File: config.mk
export PLATFORM = sky130hd
export DESIGN_NAME = mutex_condvar_wakeup_unit_core
export DESIGN_NICKNAME = d
export VERILOG_FILES = /design/src/hw/rtl/mcwu_pkg.sv /design/src/hw/rtl/mcwu_ctrl.sv /design/src/hw/rtl/mcwu_datapath.sv /design/src/hw/rtl/mutex_condvar_wakeup_unit_core.sv
export SDC_FILE = /design/constraint.sdc
export NUM_CORES = 1
export LEC_CHECK = 0
export BUFFER_PORTS_ARGS = -buffer_cell sky130_fd_sc_hd__buf_2
export CORE_MARGIN = 10
export CORE_UTILIZATION = 55
export DETAILED_ROUTE_END_ITERATION = 8
export GPL_TIMING_DRIVEN = 0
export HOLD_SLACK_MARGIN = 0.08
export PLACE_DENSITY = 0.71
export SYNTH_ARGS = -nofsm -noshare
export SYNTH_HDL_FRONTEND = slang
export SYNTH_SLANG_ARGS = --single-unit
File: constraint.sdc
create_clock -name aclk -period 4.42 [get_ports aclk]
set_clock_uncertainty 0.1 [all_clocks]
set_input_delay 1.105 -clock aclk [delete_from_list [all_inputs] [get_ports aclk]]
set_output_delay 1.105 -clock aclk [all_outputs]
set_load 0.02 [all_outputs]
File: src/hw/rtl/mcwu_pkg.sv
// ----------------------------------------------------------------------------
// mcwu_pkg
// Shared types, command and status codes, and sizes for the mutex and
// condition-variable wakeup unit.
// ----------------------------------------------------------------------------
package mcwu_pkg;

    localparam int THREADS = 16;
    localparam int MUTEXES = 8;
    localparam int CONDS   = 8;

    // Scan positions wrap at THREADS, which is a power of two.
    localparam int POS_W   = $clog2(THREADS);
    localparam int MSEL_W  = $clog2(MUTEXES);
    localparam int CSEL_W  = $clog2(CONDS);

    // Command codes
    localparam logic [3:0] CMD_CREATE  = 4'd0;
    localparam logic [3:0] CMD_SUSPEND = 4'd1;
    localparam logic [3:0] CMD_RESUME  = 4'd2;
    localparam logic [3:0] CMD_MINIT   = 4'd3;
    localparam logic [3:0] CMD_LOCK    = 4'd4;
    localparam logic [3:0] CMD_UNLOCK  = 4'd5;
    localparam logic [3:0] CMD_CINIT   = 4'd6;
    localparam logic [3:0] CMD_WAIT    = 4'd7;
    localparam logic [3:0] CMD_SIGNAL  = 4'd8;

    // Status codes
    localparam logic [1:0] STAT_OK      = 2'd0;
    localparam logic [1:0] STAT_BLOCKED = 2'd1;
    localparam logic [1:0] STAT_UNDEF   = 2'd2;
    localparam logic [1:0] STAT_NOBODY  = 2'd3;

    typedef struct packed {
        logic [3:0] command;
        logic [3:0] thread_id;
        logic [2:0] mutex_sel;
        logic [2:0] cond_sel;
    } in_t;

    typedef struct packed {
        logic [1:0]  status;
        logic        woke_valid;
        logic [3:0]  woke_thread;
        logic [15:0] runnable_mask;
    } out_t;

    typedef enum logic [1:0] {
        ST_IDLE,
        ST_ROTATE,
        ST_PICK,
        ST_COMMIT
    } state_t;

    // Controller to datapath
    typedef struct packed {
        logic load;
        logic rotate;
        logic pick;
        logic commit;
    } dp_cmd_t;

endpackage

File: src/hw/rtl/mcwu_ctrl.sv
// ----------------------------------------------------------------------------
// mcwu_ctrl
// Sequencer: accept a command, step the datapath through rotate, pick and
// commit, and own the result valid flag.
// ----------------------------------------------------------------------------
module mcwu_ctrl
    import mcwu_pkg::*;
(
    input  logic    aclk,
    input  logic    aresetn,
    input  logic    s_valid,
    output logic    s_ready,
    output logic    m_valid,
    input  logic    m_ready,
    output dp_cmd_t dp_cmd
);

    state_t state_reg, state_next;
    logic   m_valid_reg, m_valid_next;
    logic   out_free;

    assign out_free = !m_valid_reg || m_ready;

    always_ff @(posedge aclk) begin
        if (!aresetn) begin
            state_reg   <= ST_IDLE;
            m_valid_reg <= 1'b0;
        end else begin
            state_reg   <= state_next;
            m_valid_reg <= m_valid_next;
        end
    end

    always_comb begin
        state_next   = state_reg;
        dp_cmd       = '0;
        s_ready      = 1'b0;
        m_valid_next = m_valid_reg && !m_ready;
        unique case (state_reg)
            ST_IDLE: begin
                s_ready = 1'b1;
                if (s_valid) begin
                    dp_cmd.load = 1'b1;
                    state_next  = ST_ROTATE;
                end
            end
            ST_ROTATE: begin
                dp_cmd.rotate = 1'b1;
                state_next    = ST_PICK;
            end
            ST_PICK: begin
                dp_cmd.pick = 1'b1;
                state_next  = ST_COMMIT;
            end
            ST_COMMIT: begin
                // hold until the output register is free
                if (out_free) begin
                    dp_cmd.commit = 1'b1;
                    m_valid_next  = 1'b1;
                    state_next    = ST_IDLE;
                end
            end
            default: state_next = ST_IDLE;
        endcase
    end

    assign m_valid = m_valid_reg;

endmodule

File: src/hw/rtl/mcwu_datapath.sv
// ----------------------------------------------------------------------------
// mcwu_datapath
// Thread, mutex and condition state, round-robin waiter search and the
// result register.
// ----------------------------------------------------------------------------
module mcwu_datapath
    import mcwu_pkg::*;
(
    input  logic    aclk,
    input  logic    aresetn,
    input  dp_cmd_t dp_cmd,
    input  in_t     s_payload,
    output out_t    m_payload
);

    // Architectural state
    logic [THREADS-1:0] runnable_reg;
    logic [THREADS-1:0] defined_reg;
    logic               held_reg     [MUTEXES];
    logic [THREADS-1:0] lock_w_reg   [MUTEXES];
    logic [POS_W-1:0]   lock_pos_reg [MUTEXES];
    logic [THREADS-1:0] cond_w_reg   [CONDS];
    logic [POS_W-1:0]   cond_pos_reg [CONDS];

    // Per-command working registers
    in_t                cmd_reg;
    logic [THREADS-1:0] rot_reg;
    logic [POS_W-1:0]   base_reg;
    logic               found_reg;
    logic [POS_W-1:0]   who_reg;
    out_t               out_reg;

    logic [MSEL_W-1:0]  m;
    logic [CSEL_W-1:0]  c;
    logic [POS_W-1:0]   tid;

    assign m   = cmd_reg.mutex_sel[MSEL_W-1:0];
    assign c   = cmd_reg.cond_sel[CSEL_W-1:0];
    assign tid = cmd_reg.thread_id[POS_W-1:0];

    // Rotate stage: pick the waiter set and rotate it so the scan start is bit 0
    logic [THREADS-1:0]   src_w;
    logic [POS_W-1:0]     src_pos;
    logic [2*THREADS-1:0] dbl;

    always_comb begin
        if (cmd_reg.command == CMD_SIGNAL) begin
            src_w   = cond_w_reg[c];
            src_pos = cond_pos_reg[c];
        end else begin
            src_w   = lock_w_reg[m];
            src_pos = lock_pos_reg[m];
        end
        dbl = {src_w, src_w} >> src_pos;
    end

    // Pick stage: lowest set bit of the rotated set
    logic             any_set;
    logic [POS_W-1:0] first_off;

    always_comb begin
        any_set   = 1'b0;
        first_off = '0;
        for (int i = THREADS - 1; i >= 0; i--) begin
            if (rot_reg[i]) begin
                any_set   = 1'b1;
                first_off = POS_W'(i);
            end
        end
    end

    // Commit: next state of the addressed entries and the result
    logic               needs_tid, needs_m, needs_c, bad_tid, bad_sel;
    logic [THREADS-1:0] runnable_n, defined_n, lw_n, cw_n;
    logic               held_n;
    logic [POS_W-1:0]   lp_n, cp_n;
    logic [1:0]         status_n;
    logic               woke_n;
    logic [POS_W-1:0]   who_n;

    always_comb begin
        needs_tid = (cmd_reg.command <= CMD_RESUME) || (cmd_reg.command == CMD_LOCK) ||
                    (cmd_reg.command == CMD_WAIT);
        needs_m   = ((cmd_reg.command >= CMD_MINIT) && (cmd_reg.command <= CMD_UNLOCK)) ||
                    (cmd_reg.command == CMD_WAIT);
        needs_c   = (cmd_reg.command >= CMD_CINIT) && (cmd_reg.command <= CMD_SIGNAL);
        bad_tid   = needs_tid && !(int'(cmd_reg.thread_id) < THREADS);
        bad_sel   = (needs_m && (int'(cmd_reg.mutex_sel) >= MUTEXES)) ||
                    (needs_c && (int'(cmd_reg.cond_sel) >= CONDS));

        runnable_n = runnable_reg;
        defined_n  = defined_reg;
        held_n     = held_reg[m];
        lw_n       = lock_w_reg[m];
        lp_n       = lock_pos_reg[m];
        cw_n       = cond_w_reg[c];
        cp_n       = cond_pos_reg[c];
        status_n   = STAT_OK;
        woke_n     = 1'b0;
        who_n      = '0;

        if (bad_tid) begin
            status_n = STAT_UNDEF;
        end else if (!bad_sel) begin
            unique case (cmd_reg.command)
                CMD_CREATE: begin
                    defined_n[tid]  = 1'b1;
                    runnable_n[tid] = 1'b1;
                end
                CMD_SUSPEND, CMD_RESUME: begin
                    if (defined_reg[tid]) begin
                        runnable_n[tid] = (cmd_reg.command == CMD_RESUME);
                    end else begin
                        status_n = STAT_UNDEF;
                    end
                end
                CMD_MINIT: begin
                    held_n = 1'b0;
                    lw_n   = '0;
                    lp_n   = '0;
                end
                CMD_LOCK: begin
                    if (!held_reg[m]) begin
                        held_n   = 1'b1;
                        lw_n[tid] = 1'b0;
                    end else begin
                        if (defined_reg[tid]) begin
                            runnable_n[tid] = 1'b0;
                        end
                        lw_n[tid] = 1'b1;
                        status_n  = STAT_BLOCKED;
                    end
                end
                CMD_UNLOCK, CMD_WAIT: begin
                    held_n = 1'b0;
                    if (found_reg) begin
                        lw_n[who_reg] = 1'b0;
                        lp_n          = who_reg;
                        if (defined_reg[who_reg]) begin
                            runnable_n[who_reg] = 1'b1;
                        end
                        woke_n = 1'b1;
                        who_n  = who_reg;
                    end
                    // cond wait parks the caller after releasing the mutex
                    if (cmd_reg.command == CMD_WAIT) begin
                        cw_n[tid] = 1'b1;
                        if (defined_reg[tid]) begin
                            runnable_n[tid] = 1'b0;
                        end
                    end
                end
                CMD_CINIT: begin
                    cw_n = '0;
                    cp_n = '0;
                end
                CMD_SIGNAL: begin
                    if (found_reg) begin
                        cw_n[who_reg] = 1'b0;
                        cp_n          = who_reg;
                        if (defined_reg[who_reg]) begin
                            runnable_n[who_reg] = 1'b1;
                        end
                        woke_n = 1'b1;
                        who_n  = who_reg;
                    end else begin
                        status_n = STAT_NOBODY;
                    end
                end
                default: ;
            endcase
        end
    end

    // Payload registers, no reset needed
    always_ff @(posedge aclk) begin
        if (dp_cmd.load) begin
            cmd_reg <= s_payload;
        end
        if (dp_cmd.rotate) begin
            rot_reg  <= dbl[THREADS-1:0];
            base_reg <= src_pos;
        end
        if (dp_cmd.pick) begin
            found_reg <= any_set;
            // wraps at THREADS
            who_reg   <= base_reg + first_off;
        end
        if (dp_cmd.commit) begin
            out_reg.status        <= status_n;
            out_reg.woke_valid    <= woke_n;
            out_reg.woke_thread   <= 4'(who_n);
            out_reg.runnable_mask <= 16'(runnable_n);
        end
    end

    // Architectural state with reset
    always_ff @(posedge aclk) begin
        if (!aresetn) begin
            runnable_reg <= '0;
            defined_reg  <= '0;
            for (int i = 0; i < MUTEXES; i++) begin
                held_reg[i]     <= 1'b0;
                lock_w_reg[i]   <= '0;
                lock_pos_reg[i] <= '0;
            end
            for (int i = 0; i < CONDS; i++) begin
                cond_w_reg[i]   <= '0;
                cond_pos_reg[i] <= '0;
            end
        end else if (dp_cmd.commit) begin
            runnable_reg    <= runnable_n;
            defined_reg     <= defined_n;
            held_reg[m]     <= held_n;
            lock_w_reg[m]   <= lw_n;
            lock_pos_reg[m] <= lp_n;
            cond_w_reg[c]   <= cw_n;
            cond_pos_reg[c] <= cp_n;
        end
    end

    assign m_payload = out_reg;

endmodule

File: src/hw/rtl/mutex_condvar_wakeup_unit_core.sv
// ----------------------------------------------------------------------------
// mutex_condvar_wakeup_unit_core
// Hardware lock unit: thread run state, round-robin mutexes and condition
// variables.
// ----------------------------------------------------------------------------
// Each command transfer on s_ produces exactly one result transfer on m_.
// A command goes from acceptance to result in these steps: capture it, rotate
// the addressed waiter set so the scan position sits at bit 0, find the first
// waiting thread at or after the scan position, commit the state update and
// load the result register. The sequencer handles one command at a time: a
// new one is accepted once the previous one has committed, even while the
// previous result still waits on m_, but the new commit stalls until that
// result has been taken. A lock on a held mutex returns status blocked and
// parks the caller; the caller retries after it is woken. Unlock, cond wait
// and signal report the woken thread in woke_valid and woke_thread. Thread,
// mutex and condition state clears on reset, with no extra initialization time.
// ----------------------------------------------------------------------------
module mutex_condvar_wakeup_unit_core
    import mcwu_pkg::*;
(
    input  logic aclk,
    input  logic aresetn,

    input  logic s_valid,
    output logic s_ready,
    input  in_t  s_payload,

    output logic m_valid,
    input  logic m_ready,
    output out_t m_payload
);

    // Command strobes from the sequencer to the datapath
    dp_cmd_t dp_cmd;

    // Sequencer: capture, rotate, pick, commit
    mcwu_ctrl u_ctrl (
        .aclk    (aclk),
        .aresetn (aresetn),
        .s_valid (s_valid),
        .s_ready (s_ready),
        .m_valid (m_valid),
        .m_ready (m_ready),
        .dp_cmd  (dp_cmd)
    );

    // State tables, waiter search and result register
    mcwu_datapath u_dp (
        .aclk      (aclk),
        .aresetn   (aresetn),
        .dp_cmd    (dp_cmd),
        .s_payload (s_payload),
        .m_payload (m_payload)
    );

endmodule

# Word level (Yosys, flattened, before mapping)
# Memory sizes are Yosys's and may differ from the RTL's. A register that Yosys moved wholly into a read port is not among the register bits.
# Cells that the tools add are included.
[totals]
out_inout_bits = 25
inputBits = 18
n_memories = 5
ramBits = 328
reg_bits = 97
wordCells = 162
[mem_list]
columns = ["name", "depth", "width", "rd", "rd_clocked_by_memory_dff", "write_ports", "line_no", "text"]
rows = [
  ["u_dp.cond_w_reg", 8, 16, 1, 1, 8, "mcwu_datapath.sv:22", "logic [THREADS-1:0] cond_w_reg [CONDS];"],
  ["u_dp.lock_w_reg", 8, 16, 1, 1, 8, "mcwu_datapath.sv:20", "logic [THREADS-1:0] lock_w_reg [MUTEXES];"],
  ["u_dp.cond_pos_reg", 8, 4, 1, 1, 8, "mcwu_datapath.sv:23", "logic [POS_W-1:0] cond_pos_reg [CONDS];"],
  ["u_dp.lock_pos_reg", 8, 4, 1, 1, 8, "mcwu_datapath.sv:21", "logic [POS_W-1:0] lock_pos_reg [MUTEXES];"],
  ["u_dp.held_reg", 8, 1, 1, 1, 8, "mcwu_datapath.sv:19", "logic held_reg [MUTEXES];"],
]
[op_classes]
n_reduce_logical = 21
shift = 1
n_eq_ne = 13
bitwise_logic = 12
mux = 89
add_sub_neg = 1
order_cmp = 4
[ops]
columns = ["op", "n"]
rows = [
  ["$mux 16", 15],
  ["$pmux 16 s3", 2],
  ["$mux 4", 21],
  ["$and 16x16->16", 5],
  ["$or 16x16->16", 5],
  ["$pmux 16 s5", 1],
  ["$not 16->16", 2],
  ["$reduce_or 16->1", 2],
  ["$shr 32x4->16", 1],
  ["$mux 3", 10],
  ["$mux 1", 26],
  ["$bwmux 16", 1],
  ["$eq 4x3->1 const B", 4],
  ["$pmux 4 s2", 2],
  ["$reduce_or 15->1", 1],
  ["$lt 4x5->1 const B", 2],
  ["$bmux 1 s4", 2],
  ["$demux 1 s4", 2],
  ["$eq 4x2->1 const B", 2],
  ["$ge 4x1->1 const B", 2],
  ["$mux 2", 4],
  ["$pmux 2 s4", 1],
  ["$reduce_or 4->1", 2],
  ["$pmux 2 s3", 1],
  ["17 further kinds", 25],
]

# Logic depth before layout (Yosys ltp)
# Gate-level depths: netlist of the first run.
[depth]
ltp_word = 17
depth_mapped = 13
depth_no_buf = 13

# Modules after synthesis
# A second synthesis of the first run with hierarchy kept.
[hier_totals]
hier_cells = 1749
hier_area_um2 = 20757.4
[modules_own_cells]
columns = ["module", "instances", "area_per_inst_um2", "seq_area_each_um2", "cells_each"]
rows = [
  ["mcwu_datapath", 1, 20556.0, 12391.9, 1728],
  ["mcwu_ctrl", 1, 201.4, 60.1, 21],
]

# Least setup slack after synthesis of the first run
# No wires, ideal clock.
[synth_timing]
kind = "input -> register"
start = "input port m_ready"
end = "memory u_dp.cond_pos_reg[2][0] in the netlist's numbering, enable pin"
t_arrival_ps = 3460
path_slack_ps = 483
cell_stages = 8
path_buffers = 3
setup_ps = 377
required_time_ps = 3943
cell_sequence = "nor2b_1 nand2b_1 clkbuf_1 inv_1 clkbuf_1 nand3_1 clkbuf_1 nand2_1"
[synth_lines]
columns = ["element", "line_no", "text"]
rows = [
  ["from (decl)", "mutex_condvar_wakeup_unit_core.sv:29", "input logic m_ready,"],
  ["to (decl)", "mcwu_datapath.sv:23", ""],
]

==> results of run 1 <==
-- kinds of logic after synthesis --
family	after synthesis	share of synthesized area (%)
and+or+nand+nor	632	13.5
buffers and inverters	127	2.66
AOI/OAI and AO/OA	253	7.93
DFF	431	60.2
adders and majority gates	8	0.520
muxes	228	15.1
xor gates and xnor gates	3	0.127
-- cells in the final DEF, fill, tap and decap left out, types with 7 or more instances in the layout --
master / Yosys / final
mux2i_1: 139 / 139
clkbuf_1: 79 / 93
nand2_1: 78 / 76
edfxtp_1: 382 / 382
nand2b_1: 53 / 52
a211oi_1: 17 / 17
a22oi_1: 17 / 17
clkbuf_16: 0 / 45
nand3_1: 24 / 24
dfxtp_1: 49 / 49
nor3_1: 15 / 15
a21oi_1: 54 / 54
nor2b_1: 27 / 27
clkinv_2: 0 / 8
ha_1: 7 / 7
o21ai_0: 79 / 79
nor2_1: 392 / 392
a32oi_1: 15 / 15
o221ai_1: 32 / 32
inv_1: 14 / 14
buf_2: 20 / 62
o21a_1: 8 / 8
mux2_2: 22 / 22
mux4_2: 64 / 64
-- cell type report --
class,instances,area (µm²),share of cell area (%)
well taps,504,631,2.75
plain buffers,112,495,2.16
multi-input cells,1124,7700,33.6
repair buffers,44,228,0.993
clock buffers,62,1200,5.23
clock inverters,19,173,0.753
flip-flops and latches,431,12500,54.3
inverters,14,52.6,0.229
-- report_power, final --
group          switching [W]  leakage [nW]  internal [W]
Sequential          0.000170          4.29       0.00488
Combinational        0.00324          3.16       0.00164
Clock                0.00161         0.669       0.00198
-- critical path, cell delays in order --
cell and delay [ps]:
buf_2 100, nor2b_1 170, nand2b_2 440, inv_1 430, clkbuf_2 610, nand3_1 410
clkbuf_1 500, nand2_2 500
-- through the flow --
stage                     hold slack, ps  cell area [µm²]
after floorplan                      338            20700
after global placement               347            21500
after detailed placement             368            21600
after CTS                            381            22900
after global routing                 408            22900
final                                383            22900
-- layer usage --
metal,vias up,share of wire [%],routed length [µm]
met5,-,0.023,13
met1,7156,42,23700
met3,124,8.9,5030
li1,6390,-,-
met4,2,3.2,1810
met2,755,46,26000
-- path summary, 6_finish.rpt --
path / from / end / slack (ps) / cells past startpoint
setup / recovery: m_ready / u_dp.cond_w_reg[2][13] / 210 / 8
setup reg to reg: u_ctrl.state_reg[0] / u_dp.cond_w_reg[2][13] / 440 / 7
hold / removal: u_dp.held_reg[4] / u_dp.held_reg[4] / 380 / 2
hold reg to reg: u_dp.held_reg[4] / u_dp.held_reg[4] / 380 / 2
==> results by group, run 1 <==
Outcome
  • Outcome: finished, final reports clean

Clocking
  • Clk sink count: 431
  • Cts bufs inserted: 45
  • CTS H-tree lvls: 2
  • Deepest clock path buffer count: 3
  • CTS root buffer: clkbuf_16
  • Clock Latency Late Sink: 600 ps
  • Postcts setup bufs: 0
  • CTS tree: built
  • Post-cts resize count: 3
  • Post-CTS Hold Fix Bufs: 0
  • Clock-pin slew on the worst setup and hold paths: 60 ps

Timing
  • Final Worst Setup Slack: 209 ps
  • Relative slew slack: 5.80%
  • Period minus WS final: 4210 ps
  • Setup tns final: 0 ps
  • F_max: 0.237 GHz
  • Fin crit share: 95.3%
  • Slew @ Worst Pin: 1400 ps
  • Final Setup Violations: 0
  • Fin. max-slew vios: 0
  • Hold violation count in the final report: 0
  • Unrepaired setup endpoints after global routing: false

Floorplan
  • Row count: 70
  • Die width: 214 µm
  • Die Height: 214 µm
  • Core region area: 36900 µm²
  • IO Count: 43
  • Initial Utilization: 56.1%
  • Die area: 45800 µm²

Critical path
  • Worst Path Max Fanout: 32
  • Critical path required time: 4500 ps
  • Crit end category: flop
  • Crit Path Category: input port to flop
  • WP data arrival: 4290 ps
  • Worst setup SP type: input port

GRT
  • GR Layer Usage met3: 3.72%
  • Largest net degree at the start of global routing: 33
  • Vias in the first global route: 13.8k
  • Initial antenna violation count: 1
  • Global Route Usage Sum: 24.1%
  • First-pass GRT wire length: 85200 µm
  • Global route overflow: 0
  • Grt peak-use layer: met2
  • Met2 Resource Use GR: 37.1%
  • Met1 GRT Util: 34.2%

Placement
  • IO buf count: 42
  • Place WS: -1280 ps
  • Hpwl dp: 40300 µm
  • Inst Count DP: 2230
  • Gpl congestion: 0.953

Logic synthesis
  • Area leader, netlist: edfxtp_1
  • Synth top area share: 55.5%
  • FFs w/ async S/R, synth: 0%
  • Number of synthesized flops with an enable pin: 382
  • Synth Flop Type: edfxtp_1
  • Mapped cell area: 20700 µm²
  • Register area share after synthesis: 60.2%
  • Flops & latches, synth: 431
  • Ranking of synthesized cells by area: edfxtp_1 55%, nor2_1 7.1%, mux4_2 7.0%, mux2i_1 6.7%, dfxtp_1 4.7%
  • Cells after synthesis: 1682
  • Most common cell in the synthesized netlist: nor2_1
  • Synth Area per Inst: 12.3 µm²
  • Commonest cells in the netlist: 392 x nor2_1, 382 x edfxtp_1, 139 x mux2i_1
  • Mapped Nets: 1708
  • Synth unique cells: 59
  • YS warnings: 0

Routing
  • DR pass1 iterations: 8
  • # DRC: 0
  • Routed wire length: 56600 µm
  • Post-detailed-route count of antenna-violating nets: 0
  • First-iteration detailed-routing DRC count: 1669
  • Via density: 6.25
  • Routed wire per std cell: 24.5 µm
  • Via count: 14.4k

Finish
  • Share of cells above drive strength 1: 13.1%
  • Final nets: 1798
  • Antenna Cells: 0
  • Area grow syn2layout: 10.8%
  • Final Util: 62.2%
  • # fillers: 2865
  • Final Non-Filler Cells: 2310

Worst hold path
  • Min-delay worst type: flop to flop

Pwr
  • Power density cells: 590 nW/µm²
  • VDD IR max: 0.358 mV
  • Leakage Power: 8.11 nW
  • Design Power: 0.0135 W

Job
  • Max cap viols: 0
Power figures use the tool's default switching activity.
==> inputs of run 2 (changes only) <==
- clock period: 4.42 -> 5.03 ns (I/O delays scaled with it)
==> results by group, run 2 (synthesis gave the netlist of run 1 again) <==
Critical path
  • CP cell instances: buf_2 > nor2b_1 > nand2b_1 > inv_1 > clkbuf_2 > nand3_1 > clkbuf_1 > nand2_2
  • Crit-path slowest cell: nand2b_1
  • Worst Path Max Fanout: 32 (unchanged)
  • CP startpoint: m_ready
  • Largest delay share family, worst path: buffers and inverters
  • Reg2reg setup slack: 660 ps (+220 ps)
  • Critical path required time: 5110 ps (+610 ps)
  • Crit end category: flop
  • Worst setup SP type: input port
  • Critical path's largest stage delay: 710 ps (+100 ps)
  • WP data arrival: 4880 ps (+590 ps)
  • Reg2reg start: u_ctrl.m_valid
  • Crit Path Category: input port to flop
  • CP Buf/Inv Count: 4 (unchanged)

Placement
  • Place WS: -827 ps (+458 ps)
  • Hpwl dp: 40300 µm (unchanged)
  • IO buf count: 42 (unchanged)
  • Gpl congestion: 0.953 (unchanged)
  • Inst Count DP: 2230 (unchanged)

Clocking
  • Clk sink count: 431 (unchanged)
  • Cts bufs inserted: 45 (unchanged)
  • Deepest clock path buffer count: 3 (unchanged)
  • Clock Latency Late Sink: 600 ps (about the same)
  • Post-CTS Hold Fix Bufs: 0 (unchanged)
  • CTS tree: built
  • CTS root buffer: clkbuf_16
  • Postcts setup bufs: 0 (unchanged)
  • CTS H-tree lvls: 2 (unchanged)
  • Clock-pin slew on the worst setup and hold paths: 60 ps (about the same)

Routing
  • Routed wire per std cell: 24.5 µm (about the same)
  • Routed wire length: 56600 µm (about the same)
  • Post-detailed-route count of antenna-violating nets: 0 (unchanged)
  • Via count: 14.4k (-0.055%)
  • DR pass1 iterations: 5 (-3)
  • Via density: 6.24 (about the same)
  • First-iteration detailed-routing DRC count: 1664 (-0.30%)
  • # DRC: 0 (unchanged)

GRT
  • Global route overflow: 0 (unchanged)
  • First-pass GRT wire length: 85200 µm (about the same)
  • Vias in the first global route: 13.8k (+0.058%)
  • Initial antenna violation count: 1 (unchanged)
  • Global Route Usage Sum: 24.1% (about the same)
  • Largest net degree at the start of global routing: 33 (unchanged)

Pwr
  • P_sw: 0.00441 W (-12%)
  • Logic pwr share: 36.1% (about the same)
  • VDD IR max: 0.316 mV (-12%)
  • Leakage Power: 8.11 nW (about the same)
  • Sequential power share: 37.4% (about the same)
  • Power density cells: 518 nW/µm² (-12%)
  • Clock power frac: 26.5% (about the same)
  • P_int: 0.00747 W (-12%)
  • Sw frac: 37.1% (about the same)

Timing
  • Slew @ Worst Pin: 1440 ps (+35.2 ps)
  • Unrepaired setup endpoints after global routing: false
  • Hold violation count in the final report: 0 (unchanged)
  • Period minus WS final: 4800 ps
  • Relative slew slack: 3.44% (-2.4 points)
  • Fin crit share: 95.4%
  • F_max: 0.208 GHz
  • Final Worst Setup Slack: 230 ps (+21.3 ps)
  • Fin. max-slew vios: 0 (unchanged)
  • Final Setup Violations: 0 (unchanged)
  • Hold_ws: 379 ps (-3.61 ps)

Finish
  • Final nets: 1798 (unchanged)
  • Leading cell types in the layout, fill and taps excluded: 392 x nor2_1, 382 x edfxtp_1, 139 x mux2i_1
  • Sequential cell area: 12500 µm² (unchanged)
  • Final Non-Filler Cells: 2310 (unchanged)
  • Final Util: 62.2% (about the same)
  • Most common cell after layout, fill and taps aside: nor2_1
  • Antenna Cells: 0 (unchanged)
  • Share of cells above drive strength 1: 13.1% (-0.055 points)
  • # fillers: 2865 (unchanged)
  • Area occupied by multi-input gates: 7690 µm² (about the same)
  • Area grow syn2layout: 10.8% (about the same)

Job
  • Max cap viols: 0 (unchanged)

Floorplan
  • Row count: 70 (unchanged)
  • Die Height: 214 µm (unchanged)
  • IO Count: 43 (unchanged)
  • Die area: 45800 µm² (unchanged)
  • Initial Utilization: 56.1% (unchanged)
  • Die width: 214 µm (unchanged)
  • Core region area: 36900 µm² (unchanged)

Worst hold path
  • Min-delay worst type: flop to flop
  • Hold Crit Start: u_dp.held_reg[4]

Outcome
  • Outcome: finished, final reports clean
## run 2: changes by cell type in the layout (fill, tap and decap cells not counted)
| cell | previous run | this run |
|---|---|---|
| nand2b_1 | 52 | 53 |
| nand2b_2 | 1 | 0 |
## run 2: power groups by stage
stage          Clock (W)  Combinational [W]  Sequential [W]
3_5_place_dp           0            0.00419         0.00451
5_1_grt          0.00331            0.00455         0.00447
6_report         0.00315            0.00429         0.00444
3_3_place_gp           0            0.00414         0.00450
2_1_floorplan          0            0.00286         0.00448
4_1_cts          0.00316            0.00422         0.00444
## run 2: cell type report
cell class / count / share of cell area, %
buffer: 112 / 2.16
clock buffer: 62 / 5.23
multi-input combinational: 1124 / 33.6
clock inverter: 19 / 0.753
timing repair buffer: 44 / 0.993
tap: 504 / 2.75
inverter: 14 / 0.229
sequential: 431 / 54.3
## run 2: timing repair
action,4_1_cts,5_1_grt
setup endpoints to repair,40,40
resized for setup,2,0
gates cloned,0,0
## run 2: per-layer routing
layer  wire length (µm)  global-route usage (%)  up-vias
li1                   -                       -     6398
met1              23600                    34.2     7146
met2              26100                    37.1      754
met3               5060                    3.72      119
met4               1800                    8.81        2
met5                 13                       0        -
## run 2: path summary, 6_finish.rpt
| check | endpoint | cells past startpoint |
|---|---|---|
| setup / recovery | u_dp.cond_w_reg[2][13] | 8 |
| hold / removal | u_dp.held_reg[4] | 2 |
| setup reg to reg | u_dp.cond_w_reg[2][13] | 7 |
| hold reg to reg | u_dp.held_reg[4] | 2 |
## run 2: worst reg2reg max path, delay by kind of cell, from the launching register on
family                 cells  cell delay, ps
buffers and inverters      3            1730
DFF                        1             320
and+or+nand+nor            4            1820
## run 2: metrics by stage
step	instance area [µm²]	power [W]	setup TNS, ps
after floorplan	20700	0.00734	0
final	22900	0.0119	0
after detailed placement	21600	0.00870	-36270
after global placement	21500	0.00863	-50990
after CTS	22900	0.0118	0
after global routing	22900	0.0123	0
==> inputs of run 3 (changes only) <==
- CORE_ASPECT_RATIO: unset -> 0.5
- clock period: 5.03 -> 4.9 ns (I/O delays scaled with it)
==> results by group, run 3 (synthesis gave the netlist of run 1 again) <==
Outcome
  • Outcome: finished, final reports clean

Floorplan
  • Die area: 46200 µm² (+1.0%)
  • Row count: 50 (-29%)
  • Die Height: 157 µm (-27%)
  • Core region area: 37200 µm² (+0.95%)
  • IO Count: 43 (unchanged)
  • Initial Utilization: 55.6% (-0.53 points)
  • Die width: 294 µm (+38%)

Job
  • Max cap viols: 0 (unchanged)

GRT
  • Initial antenna violation count: 0 (-1)
  • First-pass GRT wire length: 83000 µm (-2.5%)
  • Global route overflow: 0 (unchanged)
  • Global Route Usage Sum: 23.5% (-0.67 points)
  • Vias in the first global route: 13.7k (-1.2%)
  • Largest net degree at the start of global routing: 33 (unchanged)

Critical path
  • Reg2reg setup slack: 870 ps (+210 ps)
  • Critical path's largest stage delay: 580 ps (-130 ps)
  • Crit-path slowest cell: clkbuf_2
  • R2R Path End: u_dp.cond_w_reg[2][5]
  • Setup crit end: u_dp.cond_w_reg[2][5]
  • Crit end category: flop
  • Critical path depth in cells: 9 (+1)
  • R2R cell count: 8 (+1)
  • CP Buf/Inv Count: 5 (+1)
  • Largest delay share family, worst path: buffers and inverters
  • CP startpoint: m_ready
  • Crit Path Category: input port to flop
  • CP most frequent cell: clkbuf_1
  • Worst Path Max Fanout: 32 (unchanged)
  • Worst setup SP type: input port
  • Reg2reg start: u_ctrl.state_reg[0]
  • Critical path required time: 4930 ps (-180 ps)
  • WP data arrival: 4490 ps (-390 ps)
  • CP cell instances: buf_2 > nor2b_1 > nand2b_1 > clkbuf_1 > inv_1 > clkbuf_2 > nand3_1 > clkbuf_1 > nand2_2

Timing
  • Fin crit share: 91.0%
  • Final Setup Violations: 0 (unchanged)
  • Relative slew slack: 12.0% (+8.6 points)
  • Hold violation count in the final report: 0 (unchanged)
  • F_max: 0.224 GHz
  • Fin. max-slew vios: 0 (unchanged)
  • Final Worst Setup Slack: 443 ps (+213 ps)
  • Period minus WS final: 4460 ps
  • Slew @ Worst Pin: 1310 ps (-127 ps)
  • Unrepaired setup endpoints after global routing: false

Routing
  • DR pass1 iterations: 6 (+1)
  • Post-detailed-route count of antenna-violating nets: 0 (unchanged)
  • First-iteration detailed-routing DRC count: 1624 (-2.4%)
  • Via density: 6.18 (-0.92%)
  • Via count: 14.2k (-1.8%)
  • # DRC: 0 (unchanged)
  • Routed wire per std cell: 23.7 µm (-3.4%)
  • Routed wire length: 54200 µm (-4.3%)

Finish
  • Final nets: 1793 (-0.28%)
  • Leading cell types in the layout, fill and taps excluded: 392 x nor2_1, 382 x edfxtp_1, 139 x mux2i_1
  • Most common cell after layout, fill and taps aside: nor2_1
  • Fin area: 22800 µm² (-0.51%)
  • # fillers: 2935 (+2.4%)
  • Area grow syn2layout: 10.3%
  • Antenna Cells: 0 (unchanged)
  • Share of cells above drive strength 1: 12.8% (-0.32 points)

Pwr
  • Power density cells: 527 nW/µm² (+1.7%)
  • VDD IR max: 0.233 mV (-26%)
  • Leakage Power: 8.05 nW (-0.72%)

Worst hold path
  • Min-delay worst type: flop to flop

Clocking
  • Postcts setup bufs: 0 (unchanged)
  • CTS root buffer: clkbuf_16
  • Clock-pin slew on the worst setup and hold paths: 60 ps (about the same)
  • CTS tree: built
  • Deepest clock path buffer count: 3 (unchanged)
  • Cts bufs inserted: 40 (-11%)
  • Clk sink count: 431 (unchanged)
  • Clock Latency Late Sink: 550 ps (-50 ps)
  • CTS H-tree lvls: 2 (unchanged)

Placement
  • Hpwl dp: 39400 µm (-2.1%)
  • DP Area: 21500 µm² (-0.14%)
  • Gpl congestion: 1.01 (+6.3%)
  • Place WS: -334 ps (+493 ps)
  • IO buf count: 42 (unchanged)
==> run 3: cell types whose count changed in the layout (fill, tap and decap cells not counted) <==
cell             delta
bufinv_16           +3
inv_8               -1
buf_4               -1
clkdlybuf4s18_2     -1
clkinv_2            -4
clkbuf_16           -4
inv_6               -1
clkinv_16           -2
clkinvlp_4          +2
clkbuf_2            +1
clkbuf_8            +1
clkinv_1            -3
==> run 3: worst min-delay path: cells and delay by family, from the launching register on <==
family | cells | cell delay (ps)
AOI/OAI and AO/OA | 1 | 60
and+or+nand+nor | 1 | 60
DFF | 1 | 320
==> run 3: final cells by class <==
class                      instances  area (µm²)  share of cell area (%)
clock buffer                      58        1110                    4.87
inverter                          14        52.6                   0.230
sequential                       431       12500                    54.6
multi-input combinational       1124        7690                    33.7
clock inverter                    13         166                   0.730
buffer                           113         499                    2.19
tap                              494         618                    2.71
timing repair buffer              43         215                   0.944
==> run 3: timing repair <==
action | CTS | global route
hold buffers | 0 | 0
setup endpoints to repair | 0 | 40
endpoints found under the hold margin | 0 | 0
resized for setup | 0 | 2
==> run 3: per-layer routing <==
layer	GRT usage, %	up-vias	wire (µm)
met4	6.22	0	1330
met3	4.74	97	4630
met1	33.1	7031	23700
met5	0	-	0
met2	36.8	644	24500
li1	-	6391	-
==> run 3: worst min-delay path by stage <==
stage                                       to  cells after the start                  from  slack, ps
after CTS                     u_dp.held_reg[6]                      2      u_dp.held_reg[6]        380
final                         u_dp.held_reg[6]                      2      u_dp.held_reg[6]        370
after global routing      u_dp.runnable_reg[5]                      2  u_dp.runnable_reg[5]        400
after floorplan               u_dp.held_reg[4]                      2      u_dp.held_reg[4]        340
after global placement        u_dp.held_reg[2]                      2      u_dp.held_reg[2]        350
after detailed placement      u_dp.held_reg[6]                      2      u_dp.held_reg[6]        360
==> run 3: per-stage QoR <==
step / setup TNS (ps) / util [%] / cells / power, W / hold slack (ps)
2_1_floorplan: 0 / - / 1682 / 0.00754 / 338
3_3_place_gp: -29480 / 57.8 / 2218 / 0.00881 / 351
3_5_place_dp: -12700 / 57.8 / 2218 / 0.00886 / 361
4_1_cts: 0 / 61.2 / 2289 / 0.0120 / 376
5_1_grt: 0 / 61.3 / 2290 / 0.0125 / 404
6_report: 0 / 61.3 / 2290 / 0.0120 / 370
==> run 3: where the power goes <==
group | internal [W] | switching (W)
clock | 0.00179 | 0.00135
sequential | 0.00440 | 0.000154
combinational | 0.00148 | 0.00285
